## src/sv/scalar_kalman_filter_core_defines.svh

```systemverilog
// Assertion macros shared by the scalar Kalman filter RTL.
`ifndef SCALAR_KALMAN_FILTER_CORE_DEFINES_SVH
`define SCALAR_KALMAN_FILTER_CORE_DEFINES_SVH

// Check a consequent in the same cycle as its antecedent.
`define SKF_ASSERT_IMP(lbl, ante, cons, msg) \
	lbl: assert property (@(posedge clk) disable iff (!arst_n) (ante) |-> (cons)) \
		else $error(msg);

// Check a consequent in the cycle after its antecedent.
`define SKF_ASSERT_NXT(lbl, ante, cons, msg) \
	lbl: assert property (@(posedge clk) disable iff (!arst_n) (ante) |=> (cons)) \
		else $error(msg);

`endif

```

## src/sv/skf_pkg.sv

```systemverilog
// Types and constants of the scalar Kalman filter.
package skf_pkg;

	localparam int MEAS_W   = 16;
	localparam int EST_W    = 24;
	localparam int GAIN_W   = 17;
	localparam int VAR_W    = 32;
	localparam int SUM_W    = VAR_W + 1;
	localparam int DIFF_W   = EST_W + 1;
	localparam int FRAC_W   = 16;
	localparam int PRODE_W  = DIFF_W + GAIN_W;
	localparam int PRODV_W  = VAR_W + GAIN_W;
	localparam int CNT_W    = 5;
	localparam int CFG_IDX_W = 8;
	localparam int OUT_W    = 80;

	localparam logic [GAIN_W-1:0] GAIN_ONE = GAIN_W'(65536);
	localparam logic [CNT_W-1:0] GAIN_STEPS = CNT_W'(GAIN_W);
	localparam logic [VAR_W-1:0] ERR_RESET = VAR_W'(65536);

	localparam logic [CFG_IDX_W-1:0] REG_MEASURE_ERROR = CFG_IDX_W'(0);
	localparam logic [CFG_IDX_W-1:0] REG_INITIAL_ERROR = CFG_IDX_W'(1);

	typedef enum logic [1:0] {
		ST_IDLE,
		ST_DIV,
		ST_MUL,
		ST_DONE
	} skf_state_t;

endpackage

```

## src/sv/skf_div.sv

```systemverilog
// Radix-2 restoring divider producing the 17-bit Q0.16 gain, one bit per cycle.
module skf_div (
	input  logic                              clk,
	input  logic                              arst_n,
	input  logic                              start,
	input  logic [skf_pkg::VAR_W-1:0]         dividend,
	input  logic [skf_pkg::SUM_W-1:0]         divisor,
	output logic                              done,
	output logic [skf_pkg::GAIN_W-1:0]        quotient
);

	logic                             busy_q;
	logic [skf_pkg::CNT_W-1:0]        cnt_q;
	logic [skf_pkg::SUM_W:0]          rem_q;
	logic [skf_pkg::SUM_W-1:0]        div_q;
	logic [skf_pkg::GAIN_W-1:0]       quo_q;
	logic                             ge;
	logic [skf_pkg::SUM_W:0]          trial;
	logic [skf_pkg::SUM_W-1:0]        rem_sel;

	assign trial   = rem_q - {1'b0, div_q};
	assign ge      = (rem_q >= {1'b0, div_q});
	assign rem_sel = ge ? trial[skf_pkg::SUM_W-1:0] : rem_q[skf_pkg::SUM_W-1:0];

	always_ff @(posedge clk or negedge arst_n) begin
		if (!arst_n) begin
			busy_q <= 1'b0;
			cnt_q  <= '0;
			done   <= 1'b0;
		end else begin
			done <= 1'b0;
			if (start) begin
				busy_q <= 1'b1;
				cnt_q  <= skf_pkg::GAIN_STEPS;
			end else if (busy_q) begin
				cnt_q <= cnt_q - 1'b1;
				if (cnt_q == skf_pkg::CNT_W'(1)) begin
					busy_q <= 1'b0;
					done   <= 1'b1;
				end
			end
		end
	end

	always_ff @(posedge clk) begin
		if (start) begin
			rem_q <= {2'b00, dividend};
			div_q <= divisor;
			quo_q <= '0;
		end else if (busy_q) begin
			rem_q <= {rem_sel, 1'b0};
			quo_q <= {quo_q[skf_pkg::GAIN_W-2:0], ge};
		end
	end

	assign quotient = quo_q;

endmodule

```

## src/sv/scalar_kalman_filter_core.sv

```systemverilog
// Scalar Kalman filter: one request per measurement yields one request carrying the new
// estimate, the gain and the new variance. An item passes from acceptance to result
// through a load step, the bit-serial gain divider, two shift-and-add multipliers that
// step side by side through the bits of the gain and of one minus the gain, and a commit
// step. The next measurement is accepted once the previous one has committed,
// even while its result still waits at the output register.
module scalar_kalman_filter_core (
	input  logic                                  clk,
	input  logic                                  arst_n,
	input  logic                                  s_tvalid,
	output logic                                  s_tready,
	input  logic [skf_pkg::MEAS_W-1:0]            s_tdata,   // [15:0] measurement
	input  logic [0:0]                            s_tuser,   // [0] restart
	output logic                                  m_tvalid,
	input  logic                                  m_tready,
	output logic [skf_pkg::OUT_W-1:0]             m_tdata,   // [23:0] estimate, [40:24] gain,
	                                                         // [72:41] variance, [79:73] zero
	input  logic                                  cfg_valid,
	output logic                                  cfg_ready,
	input  logic [skf_pkg::CFG_IDX_W-1:0]         cfg_index,
	input  logic [skf_pkg::VAR_W-1:0]             cfg_data
);

	skf_pkg::skf_state_t                 state_q, state_d;
	logic [skf_pkg::VAR_W-1:0]           meas_err_q;
	logic [skf_pkg::VAR_W-1:0]           init_err_q;
	logic [skf_pkg::EST_W-1:0]           est_q;
	logic [skf_pkg::VAR_W-1:0]           var_q;
	logic [skf_pkg::VAR_W-1:0]           var_work_q;
	logic [skf_pkg::DIFF_W-1:0]          diff_q;
	logic                                sum_zero_q;
	logic [skf_pkg::GAIN_W-1:0]          gain_q;
	logic [skf_pkg::GAIN_W-1:0]          gbits_q;
	logic [skf_pkg::GAIN_W-1:0]          hbits_q;
	logic [skf_pkg::PRODE_W-1:0]         mcand_e_q;
	logic [skf_pkg::PRODE_W-1:0]         acc_e_q;
	logic [skf_pkg::PRODV_W-1:0]         mcand_v_q;
	logic [skf_pkg::PRODV_W-1:0]         acc_v_q;
	logic [skf_pkg::CNT_W-1:0]           cnt_q;
	logic [skf_pkg::EST_W-1:0]           est_out_q;
	logic [skf_pkg::GAIN_W-1:0]          gain_out_q;
	logic [skf_pkg::VAR_W-1:0]           var_out_q;
	logic                                out_valid_q;

	logic                                in_accept;
	logic                                out_load;
	logic                                div_done;
	logic [skf_pkg::GAIN_W-1:0]          div_quo;
	logic [skf_pkg::VAR_W-1:0]           var_start;
	logic [skf_pkg::SUM_W-1:0]           sum_start;
	logic [skf_pkg::DIFF_W-1:0]          diff_start;
	logic [skf_pkg::GAIN_W-1:0]          gain_sel;
	logic [skf_pkg::EST_W-1:0]           est_new;
	logic [skf_pkg::VAR_W-1:0]           var_new;

	assign cfg_ready = 1'b1;

	always_ff @(posedge clk or negedge arst_n) begin
		if (!arst_n) begin
			meas_err_q <= skf_pkg::ERR_RESET;
			init_err_q <= skf_pkg::ERR_RESET;
		end else if (cfg_valid && cfg_ready) begin
			if (cfg_index == skf_pkg::REG_MEASURE_ERROR) begin
				meas_err_q <= cfg_data;
			end else if (cfg_index == skf_pkg::REG_INITIAL_ERROR) begin
				init_err_q <= cfg_data;
			end
		end
	end

	assign var_start  = s_tuser[0] ? init_err_q : var_q;
	assign sum_start  = {1'b0, var_start} + {1'b0, meas_err_q};
	assign diff_start = {s_tdata[skf_pkg::MEAS_W-1], s_tdata, 8'h00}
	                  - {est_q[skf_pkg::EST_W-1], est_q};

	skf_div u_div (
		.clk      (clk),
		.arst_n   (arst_n),
		.start    (in_accept),
		.dividend (var_start),
		.divisor  (sum_start),
		.done     (div_done),
		.quotient (div_quo)
	);

	assign gain_sel = sum_zero_q ? '0 : div_quo;
	assign est_new  = est_q + acc_e_q[skf_pkg::FRAC_W +: skf_pkg::EST_W];
	assign var_new  = acc_v_q[skf_pkg::FRAC_W +: skf_pkg::VAR_W];

	always_ff @(posedge clk or negedge arst_n) begin
		if (!arst_n) begin
			state_q <= skf_pkg::ST_IDLE;
		end else begin
			state_q <= state_d;
		end
	end

	always_comb begin
		state_d   = state_q;
		s_tready  = 1'b0;
		out_load  = 1'b0;
		case (state_q)
			skf_pkg::ST_IDLE: begin
				s_tready = 1'b1;
				if (s_tvalid) begin
					state_d = skf_pkg::ST_DIV;
				end
			end
			skf_pkg::ST_DIV: begin
				if (div_done) begin
					state_d = skf_pkg::ST_MUL;
				end
			end
			skf_pkg::ST_MUL: begin
				if (cnt_q == skf_pkg::CNT_W'(1)) begin
					state_d = skf_pkg::ST_DONE;
				end
			end
			skf_pkg::ST_DONE: begin
				if (!out_valid_q || m_tready) begin
					out_load = 1'b1;
					state_d  = skf_pkg::ST_IDLE;
				end
			end
			default: begin
				state_d = skf_pkg::ST_IDLE;
			end
		endcase
	end

	assign in_accept = s_tvalid && s_tready;

	always_ff @(posedge clk or negedge arst_n) begin
		if (!arst_n) begin
			est_q       <= '0;
			var_q       <= skf_pkg::ERR_RESET;
			out_valid_q <= 1'b0;
			cnt_q       <= '0;
		end else begin
			if (out_load) begin
				est_q       <= est_new;
				var_q       <= var_new;
				out_valid_q <= 1'b1;
			end else if (m_tready) begin
				out_valid_q <= 1'b0;
			end
			if (state_q == skf_pkg::ST_DIV && div_done) begin
				cnt_q <= skf_pkg::GAIN_STEPS;
			end else if (state_q == skf_pkg::ST_MUL) begin
				cnt_q <= cnt_q - 1'b1;
			end
		end
	end

	always_ff @(posedge clk) begin
		if (in_accept) begin
			var_work_q <= var_start;
			diff_q     <= diff_start;
			sum_zero_q <= (sum_start == '0);
		end
		if (state_q == skf_pkg::ST_DIV && div_done) begin
			gain_q    <= gain_sel;
			gbits_q   <= gain_sel;
			hbits_q   <= skf_pkg::GAIN_ONE - gain_sel;
			mcand_e_q <= {{skf_pkg::GAIN_W{diff_q[skf_pkg::DIFF_W-1]}}, diff_q};
			mcand_v_q <= {{skf_pkg::GAIN_W{1'b0}}, var_work_q};
			acc_e_q   <= '0;
			acc_v_q   <= '0;
		end else if (state_q == skf_pkg::ST_MUL) begin
			if (gbits_q[0]) begin
				acc_e_q <= acc_e_q + mcand_e_q;
			end
			if (hbits_q[0]) begin
				acc_v_q <= acc_v_q + mcand_v_q;
			end
			mcand_e_q <= {mcand_e_q[skf_pkg::PRODE_W-2:0], 1'b0};
			mcand_v_q <= {mcand_v_q[skf_pkg::PRODV_W-2:0], 1'b0};
			gbits_q   <= {1'b0, gbits_q[skf_pkg::GAIN_W-1:1]};
			hbits_q   <= {1'b0, hbits_q[skf_pkg::GAIN_W-1:1]};
		end
		if (out_load) begin
			est_out_q  <= est_new;
			gain_out_q <= gain_q;
			var_out_q  <= var_new;
		end
	end

	assign m_tvalid = out_valid_q;
	assign m_tdata  = {7'b0, var_out_q, gain_out_q, est_out_q};

`include "scalar_kalman_filter_core_defines.svh"

	`SKF_ASSERT_IMP(a_gain_bound, m_tvalid, gain_out_q <= skf_pkg::GAIN_ONE, "gain above one")
	`SKF_ASSERT_IMP(a_var_shrinks, state_q == skf_pkg::ST_DONE, var_new <= var_work_q, "variance grew")
	`SKF_ASSERT_IMP(a_zero_sum_gain, state_q == skf_pkg::ST_DONE && sum_zero_q, gain_q == '0, "gain nonzero on zero sum")
	`SKF_ASSERT_NXT(a_commit, out_load, m_tvalid && state_q == skf_pkg::ST_IDLE, "result not committed")

endmodule
```

## config.mk

```make
export PLATFORM = sky130hd
export DESIGN_NAME = scalar_kalman_filter_core
export DESIGN_NICKNAME = d
export VERILOG_FILES = /design/src/sv/skf_pkg.sv /design/src/sv/skf_div.sv /design/src/sv/scalar_kalman_filter_core.sv
export VERILOG_INCLUDE_DIRS = /design/src /design/src/sv
export SDC_FILE = /design/constraint.sdc
export NUM_CORES = 1
export LEC_CHECK = 0
export ABC_AREA = 0
export ABC_CLOCK_PERIOD_IN_PS = 4700
export BUFFER_PORTS_ARGS = -buffer_cell sky130_fd_sc_hd__buf_2
export CAP_MARGIN = 20
export CORE_MARGIN = 8
export CORE_UTILIZATION = 40
export DETAILED_ROUTE_END_ITERATION = 8
export SETUP_SLACK_MARGIN = 0.1
export SLEW_MARGIN = 20
export SYNTH_ARGS = -nofsm -noshare
export SYNTH_HDL_FRONTEND = slang
export SYNTH_SLANG_ARGS = --single-unit
```

## constraint.sdc

```tcl
create_clock -name clk -period 4.7 [get_ports clk]
set_clock_uncertainty 0.2 [all_clocks]
set_input_delay 0.235 -clock clk [delete_from_list [all_inputs] [get_ports clk]]
set_output_delay 0.235 -clock clk [all_outputs]
set_load 0.005 [all_outputs]
```

[Word level (Yosys, flattened, before mapping)]
Index checks and enable logic that the tools add are counted.
Word-level totals
  flip-flop bits (word level): 583
  latch bits: 0
  bits in writable memories: 0
  bits in read-only memories: 0
  input bits: 62
  output and inout port bits: 83
  word-level logic and storage cells: 97
  memories kept: 0
Operators by class
  add/subtract/negate cells: 9
  $mul: 0
  divide/modulo/power cells: 0
  order comparisons: 1
  equal/unequal tests: 10
  shift operators: 0
  muxes and demuxes: 33
  bitwise operators: 1
  reduce and logical (&&, ||, !) cells: 15
Operators with widths (count)
  $mux 32: 5
  $mux 17: 5
  $mux 42: 2
  $add 49x49->49: 1
  $add 42x42->42: 1
  $ge 34x33->1: 1
  $add 32x32->33: 1
  $logic_not 33->1: 1
  $mux 33: 1
  $sub 33x33->33: 1
  $sub 24x24->25: 1
  $add 24x24->24: 1
  $mux 5: 4
  $sub 17x17->17 const A: 1
  $mux 1: 11
  $eq 5x1->1 const B: 2
  $sub 5x1->5 const B: 2
  $eq 8x1->1 const B: 1
  $logic_not 8->1: 1
  $mux 2: 4
  $pmux 2 s4: 1
  $ne 2x2->1 const B: 3
  $reduce_and 2->1: 3
  $reduce_bool 2->1: 3
  other kinds (10): 12

[Depth between registers and ports, before layout]
  depth in word-level cells: 5
  gate-level depth with buffers: 15
  mapped depth without buffers: 13

[Hierarchy]
From an unflattened synthesis, not the netlist that was laid out.
Unflattened totals
  cells, all modules: 3223
  area, all modules: 31986.9 um^2
Modules (own cells, without submodules)
  scalar_kalman_filter_core: times used 1, cells each 2664, area an instance 26487.9 um^2, sequential area each 12916.1 um^2
  skf_div: times used 1, cells each 559, area an instance 5499.0 um^2, sequential area each 2507.4 um^2

[Least setup slack after synthesis]
No wires, ideal clock.
  path kind: register to register
  from: reg state_q[0]
  to: reg gbits_q[0] in the netlist's numbering (enable)
  library setup time: 0.483 ns
  arrival time: 3.938 ns
  required time: 4.017 ns
  path slack: 0.079 ns
  cell stages (with the launch flop): 6
  path buffers: 2
  period minus slack after synthesis: 4.621 ns
  path through: dfrtp_1 > inv_1 > ha_1 > clkbuf_1 > buf_1 > nand2b_1
Between the ends
  cells in the longest elaborated chain, start to end: 3
  elaborated cells on any way between the ends: 4
  classes of those cells: 2 x eq/ne; 2 x reduce/logical
Ends and longest elaborated chain
  start: declaration: line scalar_kalman_filter_core.sv:24  | skf_pkg::skf_state_t state_q, state_d;
  start signal: assignment: line scalar_kalman_filter_core.sv:92  | state_q <= skf_pkg::ST_IDLE;
  start signal: assignment: line scalar_kalman_filter_core.sv:94  | state_q <= state_d;
  $eq 2x1->1: line scalar_kalman_filter_core.sv:161  | if (state_q == skf_pkg::ST_DIV && div_done) begin
  $logic_and 1x1->1: line scalar_kalman_filter_core.sv:161
  $reduce_bool 2->1 (no source line) (*)
  end signal: assignment: line scalar_kalman_filter_core.sv:163  | gbits_q <= gain_sel;
  end signal: assignment: line scalar_kalman_filter_core.sv:178  | gbits_q <= {1'b0, gbits_q[skf_pkg::GAIN_W-1:1]};
  end: declaration: line scalar_kalman_filter_core.sv:33  | logic [skf_pkg::GAIN_W-1:0] gbits_q;
Mark *: on every way between the ends. The rest lies on a longest branch, timed or not.
A chain may end at the register's enable or synchronous reset.

[Final worst setup path]
  from: reg init_err_q[0] in the netlist's numbering
  to: reg sum_zero_q, data pin
Between the ends
  cells in the longest elaborated chain, start to end: 3
Ends and longest elaborated chain
  start: declaration: line scalar_kalman_filter_core.sv:26  | logic [skf_pkg::VAR_W-1:0] init_err_q;
  start signal: assignment: line scalar_kalman_filter_core.sv:61  | init_err_q <= skf_pkg::ERR_RESET;
  start signal: assignment: line scalar_kalman_filter_core.sv:66  | init_err_q <= cfg_data;
  $mux 32: line scalar_kalman_filter_core.sv:71  | assign var_start = s_tuser[0] ? init_err_q : var_q;
  via u_div.dividend (one bit): line skf_div.sv:6  | input logic [skf_pkg::VAR_W-1:0] dividend,
  $add 32x32->33: line scalar_kalman_filter_core.sv:72  | assign sum_start = {1'b0, var_start} + {1'b0, meas_err_q};
  via sum_start (one bit): line scalar_kalman_filter_core.sv:50  | logic [skf_pkg::SUM_W-1:0] sum_start;
  $logic_not 33->1: line scalar_kalman_filter_core.sv:159  | sum_zero_q <= (sum_start == '0);
  end signal: assignment: line scalar_kalman_filter_core.sv:159
  end: declaration: line scalar_kalman_filter_core.sv:31  | logic sum_zero_q;
The timed path passes the listed nets, and every way through them passes these cells.

==> impl_metrics.yaml <==
critical_path:
  crit_path_frequent_cell: "nor4_2"
  critPathSlowestCell: "a2111oi_0"
  crit_start: "init_err_q[0]"
  critPathCapture: "sum_zero_q"
  cp_cell_sequence: "mux2_1 -> ha_1 -> fa_1 -> a211o_1 -> a2111o_1 -> a2111oi_0 -> nor3_1 -> xor2_1 -> nor4_2 -> nand4b_1 -> nor4_2 -> nand4b_1 -> nor4_2"
  crit_fanout: 3
  required_ns: 4.94
  crit_path_end_kind: "register"
  reg2reg_to: "sum_zero_q"
  worst_path_largest_cell_delay_ns: 0.44
  timing.rr.start: "init_err_q[0]"
  ff2ff_setup_slack_ns: 0.44
  critical_path_class: "reg -> reg"
  crit_arrival_ns: 4.50
  crit_path_start_kind: "register"
  r2r_cells: 13
routing:
  drc: 0
  dr.pass1.iters: 5
  ant_nets: 0
  drt_first_iter_violations: 1679
  vias: 23580
  postRouteWirelength_mm: 82.39
  viasPerCell: 5.315
  wl_per_cell_um: 18.57
timing:
  post-route-period-util_pct: 90.66
  setup_slack_ns: 0.4390
  drv_slew: 0
  setup-violations-final: 0
  period_minus_slack_ns: 4.261
  hold_viol: 0
  finalSetupTns_ns: 0
  rsz0062_at_grt: "false"
  max_slew_margin_pct: 30.16
  worstMarginPinSlew_ns: 1.045
  fmax_mhz: 234.7
worst_hold_path:
  hold_path_class: "in -> reg"
place:
  pre_cts_slack_ns: 0.1636
  dpl.hpwl_mm: 60.10
  gp_congestion: 0.8963
  detailed_place.area_mm2: 0.03379
  io_buffers: 136
synthesis:
  postSynthAreaPerCell_um2: 10.06
  synth_xor_xnor_area_share_pct: 4.627
  syn-cell-area_mm2: 0.03199
  synth_compound_area_share_pct: 15.26
  synth-adder-area-share_pct: 8.136
  synthTopCellsByArea: "edfxtp_1, dfrtp_1, ha_1"
  ys_ff_latch: 577
  synth_top_cell_by_area: "edfxtp_1"
  ys_async_sr_fraction_pct: 23.40
  synth_cells: 3179
  synth_top_flop_cell: "edfxtp_1"
  synth_top_family_by_area: "compound AO/OA/AOI/OAI gates"
  synth_top_area_share_pct: 29.95
  yosysUniqueCellTypes: 81
  synth_edf_count: 319
  seq_area_frac_synth_pct: 48.22
  yosysWarnings: 0
  synthMuxAreaShare_pct: 6.591
  synthSimpleGateAreaFrac_pct: 13.92
cts:
  cts_max_path_buffers: 3
  path_clk_slew_ns: 0.06
  clk_latency_ns: 0.61
  htree_levels: 3
  cts_root_buffer: "clkbuf_16"
  cts_buffers: 67
  cts_resized: 0
  numClockSinks: 577
  cts_tree: "yes"
global_routing:
  antenna_found_initial: 4
  grt_use_total_pct: 18.06
  grt_pass1_wl_mm: 130.9
  grt_pass1_vias: 23250
  globalRoute.totalOverflow: 0
  grt_max_degree: 69
final_layout:
  finish.instance_area_mm2: 0.03645
  final_nets: 3598
  drive_gt1_share_pct: 10.66
  antennaDiodeCount: 0
  areaGrowthSynthToFinish_pct: 13.94
  nFillCells: 7412
  layout_common_cells: "nand2_1, edfxtp_1, a21oi_1"
  final_common_cell: "nand2_1"
  final_util_pct: 46.06
run:
  cap_viol_max_count: 0
floorplan:
  std_cell_rows: 103
  die_area_mm2: 0.08928
  io_pins: 145
  core_mm2: 0.07913
  start_util_pct: 40.43
  die_w_um: 298.8
  die_height_um: 298.8
power:
  power_density_mw_per_mm2: 728.5
  ir_worst_vdd_v: 0.0003448
  leakage_nw: 16.10
  power.total_w: 0.02655
status:
  outcome: "finished, final reports clean"
[sequential cells by signal (all words and copies together), names as in the netlist, 5 cells and up]
name	count
u_div.div_q	33
var_out_q	32
init_err_q	32
est_out_q	24
gain_out_q	17
gbits_q	17
est_q	24
var_q	32
acc_e_q	40
cnt_q	5
acc_v_q	48
u_div.quotient	17
diff_q	25
mcand_v_q	48
u_div.rem_q	34
gain_q	17
u_div.cnt_q	5
var_work_q	32
meas_err_q	32
hbits_q	17
mcand_e_q	40
[metal layers]
metal | share of wire (%) | wire length, µm | vias up | track usage [%]
li1 | - | - | 11780 | -
met1 | 46 | 37710 | 11240 | 24.36
met2 | 47 | 38820 | 480 | 30.20
met3 | 5.0 | 4092 | 89 | 2.668
met4 | 2.1 | 1757 | 0 | 4.928
met5 | 0 | 0 | - | 0
[cell families (layout without fill, tap and decap cells)]
kind of cell | after synthesis | after routing
other | 2 | 8
buffers and inverters | 266 | 467
adders and majority gates | 205 | 205
muxes | 193 | 193
and+or+nand+nor | 982 | 982
xor gates and xnor gates | 169 | 169
DFF | 577 | 577
AOI/OAI and AO/OA | 785 | 785
[cells in the mapped netlist, types with 12 or more instances]
library cell    n
nand2_1       470
edfxtp_1      319
a21oi_1       267
ha_1          200
nor2_1        200
dfrtp_1       132
dfxtp_1       123
inv_1         118
clkbuf_1      110
o21ai_1       110
xnor2_1       110
a21o_1        107
mux2_1         77
mux2_2         64
xor2_1         59
o21ai_0        58
mux2i_1        52
nand3_1        50
nor3_1         48
o21a_1         40
a211oi_1       33
nand2b_1       31
nor2b_1        31
a31oi_1        30
nand4_1        29
and3_1         26
o21bai_1       24
buf_1          21
or3_1          21
and2_1         16
o211ai_1       12
o31ai_1        12
[worst min path at each step]
| stage | from | to | slack, ns | depth (start not counted) |
|---|---|---|---|---|
| finish | cfg_index[3] | init_err_q[5] | 0.02 | 4 |
| detailed placement | arst_n | est_q[6] | -0.07 | 1 |
| global placement | arst_n | est_q[7] | -0.07 | 1 |
| CTS | s_tdata[12] | diff_q[21] | 0.03 | 4 |
| global route | cfg_index[3] | init_err_q[2] | 0.04 | 4 |
| floorplan | arst_n | cnt_q[0] | -0.26 | 0 |
[power by group]
group	internal, W	switching [W]	leakage, nW	total (W)
clock	0.00283	0.00213	1.03	0.00496
combinational	0.00528	0.00736	9.27	0.0126
sequential	0.00769	0.00126	5.80	0.00895
[repair_timing]
item | 4_1_cts | 5_1_grt
hold buffers | 54 | 0
buffers inserted | 0 | 0
hold endpoints to repair | 214 | 0
[through the flow]
stage | hold slack [ns] | cells
2_1_floorplan | -0.2606 | 3185
6_report | 0.02395 | 4436
5_1_grt | 0.03541 | 4436
3_5_place_dp | -0.07221 | 4257
3_3_place_gp | -0.07381 | 4257
4_1_cts | 0.03420 | 4435
[worst max-delay path, delay by kind of cell (launching register included)]
family / cells / cell delay [ns]
AO/OA/AOI/OAI: 3 / 1.22
AND/OR/NAND/NOR: 6 / 1.15
adder cells (fa/ha/maj): 2 / 0.66
flip-flops: 1 / 0.37
multiplexers: 1 / 0.31
XOR/XNOR: 1 / 0.18
[final cells by class]
type / count / area [µm²] / area share [%]
tap: 1050 / 1314 / 3.605
sequential: 577 / 15420 / 42.32
timing repair buffer: 219 / 1543 / 4.233
inverter: 124 / 475.5 / 1.304
clock inverter: 32 / 198.9 / 0.5458
clock buffer: 92 / 1884 / 5.170
multi-input combinational: 2342 / 15610 / 42.83
Note: power is estimated with default switching activity, not from simulation.
